### config.mk
export PLATFORM = sky130hd
export DESIGN_NAME = gamepad_serial_poller
export DESIGN_NICKNAME = d
export VERILOG_FILES = /design/src/hdl/gsp_pkg.sv /design/src/hdl/gsp_link_fsm.sv /design/src/hdl/gsp_packet_store.sv /design/src/hdl/gamepad_serial_poller.sv
export SDC_FILE = /design/constraint.sdc
export NUM_CORES = 1
export LEC_CHECK = 0
export BUFFER_PORTS_ARGS = -buffer_cell sky130_fd_sc_hd__buf_2
export CAP_MARGIN = 20
export CELL_PAD_IN_SITES_DETAIL_PLACEMENT = 1
export CELL_PAD_IN_SITES_GLOBAL_PLACEMENT = 1
export CORE_MARGIN = 1.5
export CORE_UTILIZATION = 40
export DETAILED_ROUTE_END_ITERATION = 6
export MAX_ROUTING_LAYER = met4
export PLACE_DENSITY_LB_ADDON = 0.1
export SETUP_SLACK_MARGIN = 0.3
export SYNTH_ARGS = -nofsm -noshare
export SYNTH_HDL_FRONTEND = slang
export SYNTH_SLANG_ARGS = --single-unit
### constraint.sdc
create_clock -name clk -period 5.71 [get_ports clk]
set_clock_uncertainty 0.05 [all_clocks]
set_input_delay 0.571 -clock clk [delete_from_list [all_inputs] [get_ports clk]]
set_output_delay 0.571 -clock clk [all_outputs]
set_load 0.01 [all_outputs]
### src/hdl/gsp_pkg.sv
// shared types, constants and command tables for the gamepad serial poller
package gsp_pkg;

    localparam int PACKET_BYTES = 9;
    localparam int CFG_PACKET_BYTES = 9;
    localparam int ENTER_BYTES = 5;
    localparam int IDX_W =
        $clog2(((PACKET_BYTES > CFG_PACKET_BYTES) ? PACKET_BYTES : CFG_PACKET_BYTES) + 1);

    localparam logic [2:0] PH_INIT_POLL  = 3'd0;
    localparam logic [2:0] PH_ENTER      = 3'd1;
    localparam logic [2:0] PH_LOCK       = 3'd2;
    localparam logic [2:0] PH_EXIT       = 3'd3;
    localparam logic [2:0] PH_CHECK_POLL = 3'd4;
    localparam logic [2:0] PH_IDLE       = 3'd5;
    localparam logic [2:0] PH_PERIODIC   = 3'd6;

    localparam int ID_BYTE    = 1;
    localparam int KEY_LO     = 3;
    localparam int KEY_HI     = 4;
    localparam int STICK_BASE = 5;

    localparam logic [7:0]  ID_ANALOG     = 8'h73;
    localparam logic [7:0]  ID_MASK       = 8'hF0;
    localparam logic [7:0]  ID_LOCKED     = 8'h70;
    localparam logic [7:0]  STICK_CENTER  = 8'd128;
    localparam logic [7:0]  STORE_RESET   = 8'hFF;
    localparam logic [15:0] INTERVAL_RST  = 16'd2000;
    localparam logic [15:0] COUNT_MAX     = 16'hFFFF;

    typedef struct packed {
        logic             wr_en;
        logic [IDX_W-1:0] idx;
        logic [7:0]       data;
    } gsp_store_wr_t;

    typedef struct packed {
        logic select_n;
        logic clock_pin;
        logic command_pin;
        logic analog_locked;
        logic poll_done;
    } gsp_pins_t;

    function automatic logic is_poll(input logic [2:0] ph);
        is_poll = (ph == PH_INIT_POLL) || (ph == PH_CHECK_POLL) || (ph == PH_PERIODIC);
    endfunction

    function automatic logic [IDX_W-1:0] packet_len(input logic [2:0] ph);
        case (ph)
            PH_ENTER:         packet_len = IDX_W'(ENTER_BYTES);
            PH_LOCK, PH_EXIT: packet_len = IDX_W'(CFG_PACKET_BYTES);
            default:          packet_len = IDX_W'(PACKET_BYTES);
        endcase
    endfunction

    function automatic logic [7:0] cmd_byte(input logic [2:0] ph, input logic [IDX_W-1:0] idx);
        logic [7:0] b;
        b = 8'h00;
        case (ph)
            PH_ENTER:
            begin
                case (idx)
                    IDX_W'(0): b = 8'h01;
                    IDX_W'(1): b = 8'h43;
                    IDX_W'(3): b = 8'h01;
                    default:   b = 8'h00;
                endcase
            end
            PH_LOCK:
            begin
                case (idx)
                    IDX_W'(0): b = 8'h01;
                    IDX_W'(1): b = 8'h44;
                    IDX_W'(3): b = 8'h01;
                    IDX_W'(4): b = 8'h03;
                    default:   b = 8'h00;
                endcase
            end
            PH_EXIT:
            begin
                case (idx)
                    IDX_W'(0): b = 8'h01;
                    IDX_W'(1): b = 8'h43;
                    IDX_W'(4), IDX_W'(5), IDX_W'(6), IDX_W'(7), IDX_W'(8): b = 8'h5A;
                    default:   b = 8'h00;
                endcase
            end
            default:
            begin
                case (idx)
                    IDX_W'(0): b = 8'h01;
                    IDX_W'(1): b = 8'h42;
                    default:   b = 8'h00;
                endcase
            end
        endcase
        cmd_byte = b;
    endfunction

endpackage

### src/hdl/gsp_link_fsm.sv
// link sequencer: packet phases, bit timing, receive shifter and poll interval
module gsp_link_fsm (
    input  logic                   clk,
    input  logic                   rst_n,
    input  logic                   step,
    input  logic                   data_pin,
    input  logic [15:0]            poll_interval,
    input  logic [7:0]             store_id,
    output gsp_pkg::gsp_store_wr_t store_wr,
    output gsp_pkg::gsp_pins_t     pins
);

    logic [2:0]              phase_reg, phase_next;
    logic [gsp_pkg::IDX_W-1:0] byte_reg, byte_next;
    logic [2:0]              bit_reg, bit_next;
    logic                    half_reg, half_next;
    logic [7:0]              shift_reg, shift_next;
    logic [15:0]             count_reg, count_next;
    logic                    locked_reg, locked_next;
    logic                    gap_reg, gap_next;

    logic                    idle;
    logic [15:0]             limit;
    logic [15:0]             count_inc;
    logic [7:0]              cmd_cur;
    logic [7:0]              shift_sampled;
    logic [gsp_pkg::IDX_W-1:0] byte_inc;

    assign idle      = (phase_reg == gsp_pkg::PH_IDLE) || (phase_reg > gsp_pkg::PH_PERIODIC);
    assign limit     = (poll_interval != 16'd0) ? poll_interval : 16'd1;
    assign count_inc = count_reg + {15'd0, (count_reg != gsp_pkg::COUNT_MAX)};
    assign cmd_cur   = gsp_pkg::cmd_byte(phase_reg, byte_reg);
    assign byte_inc  = byte_reg + gsp_pkg::IDX_W'(1);

    always_comb
    begin
        shift_sampled = shift_reg;
        shift_sampled[bit_reg] = shift_reg[bit_reg] | data_pin;
    end

    always_comb
    begin
        phase_next  = phase_reg;
        byte_next   = byte_reg;
        bit_next    = bit_reg;
        half_next   = half_reg;
        shift_next  = shift_reg;
        count_next  = count_reg;
        locked_next = locked_reg;
        gap_next    = gap_reg;
        store_wr    = '0;
        pins.select_n    = 1'b1;
        pins.clock_pin   = 1'b1;
        pins.command_pin = 1'b1;
        pins.poll_done   = 1'b0;

        if (gap_reg)
        begin
            gap_next = 1'b0;
        end
        else if (idle)
        begin
            phase_next = gsp_pkg::PH_IDLE;
            count_next = count_inc;
            if (count_inc >= limit)
            begin
                phase_next = gsp_pkg::PH_PERIODIC;
                count_next = 16'd0;
                byte_next  = '0;
                bit_next   = 3'd0;
                half_next  = 1'b0;
                shift_next = 8'd0;
            end
        end
        else
        begin
            pins.select_n    = 1'b0;
            pins.command_pin = cmd_cur[bit_reg];
            if (!half_reg)
            begin
                pins.clock_pin = 1'b0;
                half_next      = 1'b1;
            end
            else
            begin
                half_next  = 1'b0;
                shift_next = shift_sampled;
                if (bit_reg == 3'd7)
                begin
                    if (gsp_pkg::is_poll(phase_reg) &&
                        (byte_reg < gsp_pkg::IDX_W'(gsp_pkg::PACKET_BYTES)))
                    begin
                        store_wr.wr_en = 1'b1;
                        store_wr.idx   = byte_reg;
                        store_wr.data  = shift_sampled;
                    end
                    shift_next = 8'd0;
                    bit_next   = 3'd0;
                    byte_next  = byte_inc;
                    if (byte_inc >= gsp_pkg::packet_len(phase_reg))
                    begin
                        byte_next = '0;
                        gap_next  = 1'b1;
                        pins.poll_done = gsp_pkg::is_poll(phase_reg);
                        case (phase_reg)
                            gsp_pkg::PH_CHECK_POLL:
                            begin
                                if ((store_id & gsp_pkg::ID_MASK) == gsp_pkg::ID_LOCKED)
                                begin
                                    locked_next = 1'b1;
                                    phase_next  = gsp_pkg::PH_IDLE;
                                    count_next  = 16'd0;
                                end
                                else
                                begin
                                    phase_next = gsp_pkg::PH_ENTER;
                                end
                            end
                            gsp_pkg::PH_PERIODIC:
                            begin
                                phase_next = gsp_pkg::PH_IDLE;
                                count_next = 16'd0;
                            end
                            default:
                            begin
                                phase_next = phase_reg + 3'd1;
                            end
                        endcase
                    end
                end
                else
                begin
                    bit_next = bit_reg + 3'd1;
                end
            end
        end
        pins.analog_locked = locked_next;
    end

    always_ff @(posedge clk or negedge rst_n)
    begin
        if (!rst_n)
        begin
            phase_reg  <= gsp_pkg::PH_INIT_POLL;
            byte_reg   <= '0;
            bit_reg    <= 3'd0;
            half_reg   <= 1'b0;
            shift_reg  <= 8'd0;
            count_reg  <= 16'd0;
            locked_reg <= 1'b0;
            gap_reg    <= 1'b0;
        end
        else if (step)
        begin
            phase_reg  <= phase_next;
            byte_reg   <= byte_next;
            bit_reg    <= bit_next;
            half_reg   <= half_next;
            shift_reg  <= shift_next;
            count_reg  <= count_next;
            locked_reg <= locked_next;
            gap_reg    <= gap_next;
        end
    end

`ifndef SYNTH
    // lock is sticky
    a_locked_sticky: assert property (@(posedge clk) disable iff (!rst_n)
        locked_reg |=> locked_reg)
        else $error("analog lock dropped");

    // idle waits only at a byte boundary
    a_idle_aligned: assert property (@(posedge clk) disable iff (!rst_n)
        (phase_reg == gsp_pkg::PH_IDLE) |-> (bit_reg == 3'd0 && half_reg == 1'b0))
        else $error("idle entered mid byte");

    // first half of a bit is always followed by the second half
    a_half_pairs: assert property (@(posedge clk) disable iff (!rst_n)
        (step && !gap_reg && !idle && !half_reg) |=> half_reg)
        else $error("bit half sequence broken");

    // store writes only on the sampling half of the last bit
    a_write_timing: assert property (@(posedge clk) disable iff (!rst_n)
        store_wr.wr_en |-> (half_reg && bit_reg == 3'd7 && !pins.select_n))
        else $error("store write outside byte end");
`endif

endmodule

### src/hdl/gsp_packet_store.sv
// received poll bytes with key release and key and stick read out
module gsp_packet_store (
    input  logic                   clk,
    input  logic                   rst_n,
    input  logic                   step,
    input  logic                   key_read,
    input  logic [15:0]            keep_mask,
    input  logic [1:0]             stick_select,
    input  gsp_pkg::gsp_store_wr_t store_wr,
    output logic [7:0]             store_id,
    output logic [15:0]            keys,
    output logic [7:0]             stick_value
);

    logic [7:0] store_reg [gsp_pkg::PACKET_BYTES];
    logic [7:0] store_next [gsp_pkg::PACKET_BYTES];
    logic [15:0] key_word;
    logic [15:0] key_released;
    logic [gsp_pkg::IDX_W-1:0] stick_idx;

    assign key_word     = {store_reg[gsp_pkg::KEY_HI], store_reg[gsp_pkg::KEY_LO]};
    assign key_released = key_word | ~keep_mask;
    assign keys         = ~key_word;
    assign store_id     = store_reg[gsp_pkg::ID_BYTE];
    assign stick_idx    = gsp_pkg::IDX_W'(gsp_pkg::STICK_BASE) + gsp_pkg::IDX_W'(stick_select);

    always_comb
    begin
        stick_value = gsp_pkg::STICK_CENTER;
        if ((store_reg[gsp_pkg::ID_BYTE] == gsp_pkg::ID_ANALOG) &&
            (stick_idx < gsp_pkg::IDX_W'(gsp_pkg::PACKET_BYTES)))
        begin
            stick_value = store_reg[stick_idx];
        end
    end

    // release goes first, a byte landing on the same tick wins
    always_comb
    begin
        for (int i = 0; i < gsp_pkg::PACKET_BYTES; i++)
        begin
            store_next[i] = store_reg[i];
            if (key_read && i == gsp_pkg::KEY_LO)
            begin
                store_next[i] = key_released[7:0];
            end
            if (key_read && i == gsp_pkg::KEY_HI)
            begin
                store_next[i] = key_released[15:8];
            end
            if (store_wr.wr_en && store_wr.idx == gsp_pkg::IDX_W'(i))
            begin
                store_next[i] = store_wr.data;
            end
        end
    end

    always_ff @(posedge clk or negedge rst_n)
    begin
        if (!rst_n)
        begin
            for (int i = 0; i < gsp_pkg::PACKET_BYTES; i++)
            begin
                store_reg[i] <= gsp_pkg::STORE_RESET;
            end
        end
        else if (step)
        begin
            for (int i = 0; i < gsp_pkg::PACKET_BYTES; i++)
            begin
                store_reg[i] <= store_next[i];
            end
        end
    end

endmodule

### src/hdl/gamepad_serial_poller.sv
// gamepad serial poller top level: input and result registers around the link logic
// dataflow: a tick word is taken into the input registers, then processed into the result
//   register when the result slot is free or draining; out_stall on a full slot holds it
// throughput: one tick word per unstalled cycle, set by the single input-to-result pass
// reset: the link starts with one poll packet, the packet store reads all ones,
//   the poll interval register is 2000 and analog lock is clear
module gamepad_serial_poller (
    input  logic        clk,
    input  logic        rst_n,
    input  logic        in_valid,
    output logic        in_stall,
    input  logic        data_pin,
    input  logic        key_read,
    input  logic [15:0] keep_mask,
    input  logic [1:0]  stick_select,
    output logic        out_valid,
    input  logic        out_stall,
    output logic        select_n,
    output logic        clock_pin,
    output logic        command_pin,
    output logic [15:0] keys,
    output logic [7:0]  stick_value,
    output logic        analog_locked,
    output logic        poll_done,
    input  logic        cfg_valid,
    output logic        cfg_ready,
    input  logic [15:0] cfg_data
);

    logic        in_valid_reg;
    logic        data_reg;
    logic        key_read_reg;
    logic [15:0] keep_mask_reg;
    logic [1:0]  stick_select_reg;
    logic        out_valid_reg;
    logic [15:0] interval_reg;
    logic        step;

    gsp_pkg::gsp_store_wr_t store_wr;
    gsp_pkg::gsp_pins_t     pins;
    logic [7:0]             store_id;
    logic [15:0]            keys_cur;
    logic [7:0]             stick_cur;

    gsp_pkg::gsp_pins_t     pins_reg;
    logic [15:0]            keys_reg;
    logic [7:0]             stick_reg;

    // a held word moves on whenever the result slot is free or draining
    assign step      = in_valid_reg && (!out_valid_reg || !out_stall);
    assign in_stall  = in_valid_reg && !step;
    assign cfg_ready = 1'b1;

    always_ff @(posedge clk or negedge rst_n)
    begin
        if (!rst_n)
        begin
            interval_reg <= gsp_pkg::INTERVAL_RST;
        end
        else if (cfg_valid && cfg_ready)
        begin
            interval_reg <= cfg_data;
        end
    end

    always_ff @(posedge clk or negedge rst_n)
    begin
        if (!rst_n)
        begin
            in_valid_reg <= 1'b0;
        end
        else if (!in_stall)
        begin
            in_valid_reg <= in_valid;
        end
    end

    always_ff @(posedge clk)
    begin
        if (in_valid && !in_stall)
        begin
            data_reg         <= data_pin;
            key_read_reg     <= key_read;
            keep_mask_reg    <= keep_mask;
            stick_select_reg <= stick_select;
        end
    end

    gsp_link_fsm u_fsm (
        .clk           (clk),
        .rst_n         (rst_n),
        .step          (step),
        .data_pin      (data_reg),
        .poll_interval (interval_reg),
        .store_id      (store_id),
        .store_wr      (store_wr),
        .pins          (pins)
    );

    gsp_packet_store u_store (
        .clk          (clk),
        .rst_n        (rst_n),
        .step         (step),
        .key_read     (key_read_reg),
        .keep_mask    (keep_mask_reg),
        .stick_select (stick_select_reg),
        .store_wr     (store_wr),
        .store_id     (store_id),
        .keys         (keys_cur),
        .stick_value  (stick_cur)
    );

    always_ff @(posedge clk or negedge rst_n)
    begin
        if (!rst_n)
        begin
            out_valid_reg <= 1'b0;
        end
        else if (!out_valid_reg || !out_stall)
        begin
            out_valid_reg <= step;
        end
    end

    always_ff @(posedge clk)
    begin
        if (step)
        begin
            pins_reg  <= pins;
            keys_reg  <= keys_cur;
            stick_reg <= stick_cur;
        end
    end

    assign out_valid     = out_valid_reg;
    assign select_n      = pins_reg.select_n;
    assign clock_pin     = pins_reg.clock_pin;
    assign command_pin   = pins_reg.command_pin;
    assign analog_locked = pins_reg.analog_locked;
    assign poll_done     = pins_reg.poll_done;
    assign keys          = keys_reg;
    assign stick_value   = stick_reg;

endmodule

Yosys cells after proc, flatten, opt, wreduce, memory -nomap -nowiden
Index checks and enable logic that the tools add are counted.
Widths: inputs -> output; s select.

storage, ports and cells
  bits in read-only memories = 0
  bits of input ports = 41
  logic and storage cells = 205
  flip-flop bits (word level) = 176
  bits in latches = 0
  memory bits (writable) = 0
  memories kept = 0
  output and inout bits = 32

cells by class
  eq/ne operators = 27
  reductions and logical operators = 51
  $mul = 0
  shift operators = 0
  muxes and demuxes = 74
  divide/modulo/power cells = 0
  $add $sub $neg = 5
  bitwise logic cells = 9
  magnitude comparators = 8

operators with widths
  cell                  count
  $mux 16               7
  $mux 8                10
  $mux 13               5
  $pmux 7 s3            2
  $mux 4                10
  $eq 4x3->1 const B    9
  $bmux 8 s4            1
  $not 16->16           2
  $pmux 16 s2           1
  $mux 3                10
  $pmux 7 s2            2
  $pmux 8 s3            1
  $mux 1                19
  $reduce_and 2->1      9
  $add 16x1->16         1
  $ge 16x16->1          1
  $ne 16x16->1 const B  1
  $or 16x16->16         1
  $reduce_bool 16->1    1
  $logic_and 1x1->1     15
  $eq 3x3->1 const B    4
  $eq 4x2->1 const B    3
  $reduce_and 5->1      2
  $reduce_bool 2->1     5
  other kinds (34)      52

Depth between registers and ports, before layout
Gate-level depths: netlist (run 1).

  word-level depth = 14
  depth in mapped cells = 19
  mapped depth without buffers = 17

Cells and area by module
Synthesis (run 1) repeated with hierarchy kept, for this count alone.

second synthesis, totals
  cell total of the unflattened synthesis = 710
  area, all modules = 8418.1 µm²

modules (own cells, without submodules)
  module                 area each (µm²)  cells an instance  instances  seq. area each (µm²)
  gsp_link_fsm           3273.1           390                1          925.9
  gsp_packet_store       2919.0           227                1          1471.4
  gamepad_serial_poller  2225.9           93                 1          1929.4

Worst setup path before layout (run 1)
OpenSTA, ideal clock, no wires.

  path type = reg2reg
  start point = reg u_fsm.count_reg[9]
  end point = reg u_fsm.byte_reg[0] (netlist bit)
  cell stages (with the launch flop) = 19
  buffers on the path = 2
  path slack = 1.693 ns
  period minus slack after synthesis = 4.017 ns
  setup time = 0.128 ns
  data arrival time = 3.839 ns
  data required time = 5.532 ns
  cell sequence = dfrtp_1 clkbuf_1 and3_1 nand4_1 or4_1 ha_1 ha_1 and4_1 nand4_1 or2_2 xnor2_1 ha_1 nand2_1 nor4_1 o311ai_1 nand3_1 buf_2 nand2_2 mux2_1

on the way
  cells in the longest elaborated chain, start to end = 5

RTL lines
  element                                line                 text
  start: declaration                     gsp_link_fsm.sv:18   logic [15:0] count_reg, count_next;
  start signal: assignment               gsp_link_fsm.sv:160  count_reg <= count_next;
  $ne 16x16->1                           gsp_link_fsm.sv:31   assign count_inc = count_reg + {15'd0, (count_reg != gsp_pkg::COUNT_MAX)};
  $add 16x1->16 (*)                      gsp_link_fsm.sv:31
  $ge 16x16->1 (*)                       gsp_link_fsm.sv:65   if (count_inc >= limit)
  $ne 2x2->1 (no source line) (*)        --
  $reduce_and 5->1 (no source line) (*)  --
  end signal: assignment                 gsp_link_fsm.sv:156  byte_reg <= byte_next;
  end: declaration                       gsp_link_fsm.sv:14   logic [gsp_pkg::IDX_W-1:0] byte_reg, byte_next;

Every way passes the cells marked *; elsewhere a longest branch is shown, timed or not.
A chain may end at the register's enable or synchronous reset.

Final worst setup path (run 1)
  start point = reg u_fsm.count_reg[9]
  end point = reg u_fsm.count_reg[10]

on the way
  cells in the longest elaborated chain, start to end = 5

RTL lines
  element            line                text
  $ne 16x16->1       gsp_link_fsm.sv:31
  $add 16x1->16 (*)  gsp_link_fsm.sv:31
  $ge 16x16->1       gsp_link_fsm.sv:65
  $mux 16 (*)        gsp_link_fsm.sv:65
  $mux 16 (*)        gsp_link_fsm.sv:61  else if (idle)

Marked as above.

==> impl_metrics.yaml, run 1 <==
worst_setup_path:
  reg2reg_depth: 17
  slowest_delay_ns: 0.49
  crit_path_end_kind: "flop"
  critPathSlowestCell: "or4_1"
  cp_common_cell: "ha_1"
  worstPathMaxFanout: 22
  cp-start-kind: "flop"
  crit_required_ns: 5.97
  critical_path_class: "flop to flop"
  worstPathCellList: "and3_1 > nand4_1 > or4_1 > ha_1 > ha_1 > and4_1 > nand4_1 > or2_2 > xnor2_1 > ha_1 > nand2_1 > nor4_1 > o311ai_1 > nand3_1 > buf_4 > nor2_1 > a221o_1"
  arrival_ns: 5.01
final_layout:
  fill_cells: 2182
  drive_above_1_share_pct: 24.8
  diodes: 0
  syn_to_final_growth_pct: 14.1
  ff_latch_area_um2: 4330
  largest_reg_flops: 32
  final_nets: 872
  layout_commonest_cell: "nand2_1"
  multi_input_area_um2: 3180
  final_cell_mix: "nand2_1 (93), buf_2 (70), o21ai_0 (65)"
power:
  ir_drop_mv: 0.199
  p_leak_nw: 3.90
  power.density_nw_per_um2: 371
route:
  route.detailed.drc: 0
  num_vias: 5630
  viasPerCell: 5.23
  antenna_left: 0
  drtIter0Drc: 291
  postRouteWirelength_mm: 19.6
  wire_per_inst_um: 18.2
  firstDrtPassIters: 4
grt:
  grt_pass1_wl_mm: 31.5
  grtUsageMet1_pct: 25.1
  top_usage_layer: "met2"
  grt_use_met2_pct: 35.7
  grt_max_degree: 66
  grt-ovfl-total: 0
  first_global_vias: 5933
  grtUsageMet3_pct: 3.73
  antenna_found_initial: 0
  grt_usage_pct: 20.8
place:
  io_buffers: 71
  hpwl_mm: 13.8
  gp_congestion: 0.848
yosys:
  synth_cell_types: 67
  yosys_most_used_dff: "dfstp_2"
  synth_area_um2: 7900
  synth_fp_nets: 812
  synthCells: 738
  yosys_warnings: 0
  synth_edf_count: 49
  ys_ff_latch: 160
  ys_seq_area_share_pct: 54.7
  async_flop_share_pct: 69.4
  synth_area_per_cell_um2: 10.7
die:
  placementRows: 51
  die_w_um: 144
  dieArea_um2: 20600
  die-height_um: 144
  core_um2: 19400
  ios: 73
  start_util_pct: 40.7
outcome:
  status: "finished clean"
timing:
  setup_viol: 0
  rsz0062_at_grt: "false"
  holdWs_ns: 0.185
  fmax_ghz: 0.211
  finalHoldViolations: 0
  post-route-min-period_ns: 4.74
  slew_headroom_pct: 33.0
  slew_violations: 0
  worst_pin_slew_ns: 1.01
  finalSetupTns_ns: 0
  timing.final.crit_share_pct: 83.0
flow_run:
  drv_cap: 0
clock_network:
  clkTransAtPathRegs_ns: 0.07
  cts_buffers: 17
  clock_sinks: 160
  post_cts_buffers: 0
  cts-root-buf: "clkbuf_16"
  hold_buffers: 0
  cts_tree: "built"
  cts_resized: 0
  clock_latency_ns: 0.44
  cts_buffer_depth: 2
  h-tree-depth: 4
hold_path:
  hold_class: "primary input to async pin"
report_power, final:
part | internal, mW | switching, mW | total (mW) | leakage [nW]
combinational | 0.284 | 0.475 | 0.759 | 1.85
clock | 0.653 | 0.496 | 1.15 | 0.290
sequential | 1.30 | 0.138 | 1.44 | 1.76
total | 2.24 | 1.11 | 3.35 | 3.90
kinds of logic after synthesis:
| group | synth area share [%] |
|---|---|
| simple gates | 15.3 |
| xor+xnor | 1.88 |
| compound gates | 15.1 |
| other cells | 0.0474 |
| mux | 2.69 |
| flops | 54.7 |
| buf+inv | 4.97 |
| fa+ha+maj | 5.22 |
cell usage after synthesis, types with 2 or more instances:
cell	number	share of area [%]
nand2_1	93	4.4
o21ai_0	65	4.1
dfstp_2	62	21
a21oi_1	52	3.3
inv_1	50	2.4
dfrtp_1	49	16
edfxtp_1	49	19
nor2_1	46	2.2
ha_1	33	5.2
o21ai_1	16	1.0
clkbuf_1	15	0.71
nand2b_1	15	1.2
nor2b_1	15	1.2
a21o_1	14	1.3
nor4_1	14	1.1
xnor2_1	12	1.3
buf_2	11	0.70
nand3_1	9	0.57
a31oi_1	8	0.63
mux4_2	8	2.3
nand4_1	8	0.63
a221o_1	7	0.89
buf_6	7	1.0
nor3_1	5	0.32
xor2_1	5	0.55
a22o_1	4	0.44
nand3_4	4	0.89
nor3b_1	4	0.38
o21bai_1	4	0.38
o31ai_1	4	0.38
or2_2	4	0.32
and2_1	3	0.24
o2111ai_1	3	0.33
o211ai_1	3	0.28
a21oi_2	2	0.22
a41o_1	2	0.25
nand2_2	2	0.16
o41ai_1	2	0.22
final timing paths:
| check | slack (ns) | start | to |
|---|---|---|---|
| max in group asynchronous | 4.30 | rst_n | u_fsm.bit_reg[2] |
| worst max-delay path | 0.97 | u_fsm.count_reg[9] | u_fsm.count_reg[10] |
| worst min register to register | 0.41 | u_fsm.locked_reg | u_fsm.locked_reg |
| worst min-delay path | 0.18 | rst_n | u_fsm.phase_reg[0] |
| worst max register to register | 0.97 | u_fsm.count_reg[9] | u_fsm.count_reg[10] |
| min in group clk | 0.26 | keep_mask[4] | keep_mask_reg[4] |
metal layers:
| layer | vias to the layer above | part of all wire, % |
|---|---|---|
| li1 | 2717 | - |
| met3 | 19 | 2.9 |
| met1 | 2811 | 45 |
| met4 | 0 | 1.4 |
| met2 | 83 | 51 |
| met5 | - | 0 |
worst max-delay path, delay by kind of cell, from the launching register on:
family                     cells  cell delay, ns
xor gates and xnor gates       1            0.08
buffers and inverters          1            0.27
DFF                            1            0.46
and+or+nand+nor               10            2.35
AOI/OAI and AO/OA              2            0.63
adders and majority gates      3            0.78
per-stage QoR:
step	cell area [um^2]	util, %	total power, mW	worst slack (ns)	instances
floorplan	7900	-	1.98	1.69	738
global placement	8430	43.5	2.19	1.26	1044
detailed placement	8430	43.5	2.23	1.01	1044
CTS	9020	46.5	3.39	0.975	1076
global route	9020	46.5	3.54	0.574	1076
finish	9020	46.5	3.35	0.969	1076
layout make-up:
type | count | area share, %
clock inverter | 14 | 1.75
sequential | 160 | 48.0
multi-input combinational | 492 | 35.3
timing repair buffer | 76 | 4.39
tap | 265 | 3.68
clock buffer | 18 | 4.76
inverter | 51 | 2.12
(Power assumes the default switching activity.)
==> run 2: changes to the inputs <==
==> constraint.sdc (replaced) <==
create_clock -name clk -period 4.6 [get_ports clk]
set_clock_uncertainty 0.05 [all_clocks]
set_input_delay 0.46 -clock clk [delete_from_list [all_inputs] [get_ports clk]]
set_output_delay 0.46 -clock clk [all_outputs]
set_load 0.01 [all_outputs]
==> run 2 against run 1 <==
Non-clock buffer count up 4; clock-buffer cell count unchanged; routed wire length up 1.2%; worst setup slack worse by 0.43 ns; cell count up 0.37%; sequential share of layout area down 0.41 points; highest routed layer unchanged; first-iteration DRC count up 21%; cell area up 0.93%; combinational power up 28%.
==> impl_metrics.yaml, run 2 (synthesis results as in run 1) <==
die:
  start_util_pct: 40.7
  placementRows: 51
  die-height_um: 144
  dieArea_um2: 20600
  core_um2: 19400
  ios: 73
  die_w_um: 144
clock_network:
  clkTransAtPathRegs_ns: 0.07
  cts_tree: "built"
  cts-root-buf: "clkbuf_16"
  clock_sinks: 160
  hold_buffers: 0
  cts_buffers: 17
  cts_buffer_depth: 2
  clock_latency_ns: 0.44
  h-tree-depth: 4
worst_setup_path:
  critical_path_class: "flop to flop"
  arrival_ns: 4.33
  cp-start-kind: "flop"
  crit_required_ns: 4.87
  worstPathMaxFanout: 11
  critPathSlowestCell: "or4_1"
  slowest_delay_ns: 0.49
  worstPathCellList: "and3_4 > nand4_1 > or4_1 > ha_1 > ha_2 > and4_1 > nand4_1 > buf_4 > xnor2_1 > ha_1 > nand2_1 > nor4_4 > o311ai_4 > nand3_2 > buf_4 > nand2b_2 > a21o_1"
  crit_path_end_kind: "flop"
power:
  ir_drop_mv: 0.248
  p_leak_nw: 3.91
  power.density_nw_per_um2: 458
final_layout:
  fill_cells: 2177
  syn_to_final_growth_pct: 15.1
  ff_latch_area_um2: 4330
  largest_reg_flops: 32
  final_cell_mix: "nand2_1 (93), buf_2 (70), o21ai_0 (64)"
  final_area_um2: 9100
  final_nets: 876
  layout_commonest_cell: "nand2_1"
  drive_above_1_share_pct: 26.6
  diodes: 0
  multi_input_area_um2: 3250
timing:
  timing.final.crit_share_pct: 88.4
  fmax_ghz: 0.246
  setup_viol: 0
  holdWs_ns: 0.0272
  post-route-min-period_ns: 4.07
  worst_pin_slew_ns: 1.05
  slew_headroom_pct: 29.9
  finalSetupTns_ns: 0
  rsz0062_at_grt: "false"
  slew_violations: 0
  finalHoldViolations: 0
place:
  hpwl_mm: 14.0
  placed_area_um2: 8440
  io_buffers: 71
  gp_congestion: 0.847
grt:
  grt_max_degree: 59
  grt_pass1_wl_mm: 31.8
  antenna_found_initial: 0
  grt_usage_pct: 20.8
  grt-ovfl-total: 0
  first_global_vias: 5905
route:
  firstDrtPassIters: 5
  postRouteWirelength_mm: 19.8
  antenna_left: 0
  num_vias: 5748
  viasPerCell: 5.32
  route.detailed.drc: 0
  wire_per_inst_um: 18.3
  drtIter0Drc: 352
outcome:
  status: "finished clean"
hold_path:
  hold_class: "primary input to async pin"
flow_run:
  drv_cap: 0
[run 2: cell types whose count changed in the layout (fill, tap and decap cells not counted), moves of 2 or more]
| cell | before | now |
|---|---|---|
| buf_4 | 6 | 10 |
| inv_6 | 3 | 7 |
| dfrtp_1 | 49 | 47 |
| dfrtp_2 | 0 | 2 |
[run 2: cell type report]
cell class / count / area share, %
multi-input cells: 492 / 35.7
well taps: 265 / 3.64
clock inverters: 14 / 1.59
inverters: 51 / 2.10
repair buffers: 80 / 4.67
flip-flops and latches: 160 / 47.6
clock buffers: 18 / 4.72
[run 2: routing by layer]
layer | routed length [um] | vias to the layer above | GRT usage, % | part of all wire, %
li1 | - | 2735 | - | -
met2 | 9770 | 106 | 34.3 | 49
met1 | 9120 | 2885 | 26.4 | 46
met5 | 0 | - | - | 0
met4 | 309 | 0 | 6.07 | 1.6
met3 | 609 | 22 | 3.50 | 3.1
[run 2: worst max-delay path, delay by kind of cell, from the launching register on]
kind                     cells  cell delay [ns]
AO/OA/AOI/OAI                2             0.41
adder cells (fa/ha/maj)      3             0.74
AND/OR/NAND/NOR              9             1.93
XOR/XNOR                     1             0.08
flip-flops                   1             0.43
buffers and inverters        2             0.32
[run 2: report_power, final]
group	switching (mW)	internal, mW
Clock	0.637	0.766
Sequential	0.173	1.62
Combinational	0.611	0.363
Total	1.42	2.75
[run 2: what timing repair did]
action,4_1_cts,5_1_grt
gates resized for setup,4,11
setup endpoints to repair,24,31
pin swaps,0,2
buffers inserted,0,3
[run 2: worst paths after layout]
path	slack [ns]	cells past startpoint	endpoint	startpoint
setup / recovery	0.53	17	u_fsm.bit_reg[1]	u_fsm.count_reg[9]
hold / removal	0.03	1	u_fsm.phase_reg[1]	rst_n
setup reg to reg	0.53	17	u_fsm.bit_reg[1]	u_fsm.count_reg[9]
hold reg to reg	0.41	2	u_store.store_reg[15]	u_store.store_reg[15]
max in group asynchronous	3.26	2	out_valid	rst_n
min in group clk	0.15	1	keep_mask_reg[5]	keep_mask[5]
[run 2: metrics by stage]
| step | worst slack (ns) | std cells | utilization (%) | power, mW |
|---|---|---|---|---|
| floorplan | 0.583 | 738 | - | 2.46 |
| global placement | 0.320 | 1045 | 43.5 | 2.73 |
| detailed placement | 0.0728 | 1045 | 43.5 | 2.77 |
| CTS | 0.312 | 1077 | 46.5 | 4.19 |
| global route | 0.327 | 1080 | 46.9 | 4.38 |
| finish | 0.535 | 1080 | 46.9 | 4.17 |
==> run 3: changes to the inputs <==
--- a/config.mk
+++ b/config.mk
@@ -17,4 +17,5 @@
 export SETUP_SLACK_MARGIN = 0.3
 export SYNTH_ARGS = -nofsm -noshare
 export SYNTH_HDL_FRONTEND = slang
+export SYNTH_HIERARCHICAL = 1
 export SYNTH_SLANG_ARGS = --single-unit
==> run 3 against run 2 <==
Synthesized cell count is 4.3% lower; critical endpoint is now u_fsm/shift_reg[7]; die area grew 6.0%; sequential cell count unchanged; highest routed layer unchanged.
==> impl_metrics.yaml, run 3 <==
hold_path:
  worstHoldPathCells: 1
  hold_class: "primary input to flop"
yosys:
  synth_area_per_cell_um2: 11.9
  synth_fp_nets: 779
  yosys_warnings: 6
  synthCells: 706
  synth_area_um2: 8390
final_layout:
  layout_commonest_cell: "buf_2"
  final_nets: 849
  final_cell_mix: "buf_2 (70), mux2_2 (69), dfstp_2 (62)"
  fill_cells: 2226
  syn_to_final_growth_pct: 15.1
  drive_above_1_share_pct: 37.5
  diodes: 0
  largest_reg_flops: 32
worst_setup_path:
  crit_path_end_kind: "flop"
  crit_required_ns: 4.85
  reg2reg_depth: 18
  arrival_ns: 4.37
  critPathSlowestCell: "dfrtp_2"
  worstPathCellList: "and3_1 > and4_1 > nand3_1 > ha_1 > ha_2 > nand3_4 > nor2_4 > nand3_2 > nor2_2 > xor2_1 > ha_1 > nand4_1 > nor3_1 > a31oi_1 > nand3_1 > o211ai_1 > clkdlybuf4s15_2 > a221o_1"
  worstPathMaxFanout: 7
  cp-start-kind: "flop"
  slowest_delay_ns: 0.45
  critical_path_class: "flop to flop"
route:
  drtIter0Drc: 206
  viasPerCell: 5.34
  postRouteWirelength_mm: 19.8
  wire_per_inst_um: 18.7
  firstDrtPassIters: 4
  antenna_left: 0
  num_vias: 5660
  route.detailed.drc: 0
die:
  placementRows: 52
  die-height_um: 148
  start_util_pct: 41.1
  core_um2: 20400
  ios: 73
  dieArea_um2: 21800
  die_w_um: 148
power:
  ir_drop_mv: 0.222
  p_leak_nw: 4.23
  power.density_nw_per_um2: 456
  fin_total_pwr_mw: 4.40
place:
  hpwl_mm: 14.3
  gp_congestion: 0.801
  io_buffers: 71
timing:
  rsz0062_at_grt: "true"
  finalSetupTns_ns: 0
  finalHoldViolations: 0
  setup_viol: 0
  timing.final.crit_share_pct: 89.5
  slew_violations: 0
  slew_headroom_pct: 37.9
  post-route-min-period_ns: 4.12
  worst_pin_slew_ns: 0.932
  fmax_ghz: 0.243
flow_run:
  drv_cap: 0
grt:
  grt_max_degree: 81
  grt_pass1_wl_mm: 32.4
  first_global_vias: 6126
  antenna_found_initial: 0
  grt_usage_pct: 19.6
  grt-ovfl-total: 0
clock_network:
  h-tree-depth: 4
  clock_sinks: 160
  cts_buffer_depth: 2
  clkTransAtPathRegs_ns: 0.07
  cts-root-buf: "clkbuf_16"
  clock_latency_ns: 0.43
  cts_tree: "built"
  cts_buffers: 17
outcome:
  status: "finished clean"
## run 3: cell type report
class                           count  area, um^2  area share [%]
Inverter                           48         180            1.87
Clock buffer                       17         425            4.41
Tap cell                          270         338            3.50
Timing Repair Buffer               89         519            5.38
Sequential cell                   160        4330            44.8
Multi-Input combinational cell    460        3690            38.2
Clock inverter                     15         173            1.79
## run 3: final timing paths
check | startpoint | endpoint | slack, ns
max | u_fsm/count_reg[10] | u_fsm/shift_reg[7] | 0.48
min | keep_mask[0] | keep_mask_reg[0] | 0.15
max reg2reg | u_fsm/count_reg[10] | u_fsm/shift_reg[7] | 0.48
min reg2reg | u_fsm/locked_reg | u_fsm/locked_reg | 0.41
max in group asynchronous | rst_n | u_store/key_word[7] | 3.42
min in group asynchronous | rst_n | interval_reg[12] | 0.36
## run 3: where the power goes
part,switching [mW],internal (mW)
combinational,0.720,0.480
clock,0.621,0.818
sequential,0.143,1.62
total,1.48,2.92
## run 3: through the flow
stage	instances	instance area, um^2	utilization (%)	hold slack (ns)	setup WS, ns
floorplan	706	8390	-	0.114	0.504
global placement	1023	8960	43.8	0.380	0.469
detailed placement	1023	8960	43.8	0.393	0.375
CTS	1055	9560	46.8	0.132	0.302
global route	1059	9650	47.2	0.131	0.222
finish	1059	9650	47.2	0.151	0.483
## run 3: timing repair
item,CTS,global route
gates resized for setup,0,11
setup endpoints to repair,0,31
endpoints found under the hold margin,0,4
hold buffers,0,1
buffers inserted,0,1
## run 3: per-layer routing
| metal | part of all wire (%) | track usage [%] | vias up |
|---|---|---|---|
| met1 | 45 | 24.1 | 2893 |
| met2 | 51 | 32.9 | 72 |
| met4 | 1.6 | 5.50 | 0 |
| li1 | - | - | 2679 |
| met5 | 0 | - | - |
| met3 | 2.6 | 3.73 | 16 |
## run 3: critical path: cells and delay by family (launching register included)
| family | cells | cell delay, ns |
|---|---|---|
| DFF | 1 | 0.45 |
| AOI/OAI and AO/OA | 3 | 0.66 |
| and+or+nand+nor | 10 | 1.67 |
| buffers and inverters | 1 | 0.30 |
| xor gates and xnor gates | 1 | 0.09 |
| adders and majority gates | 3 | 0.77 |
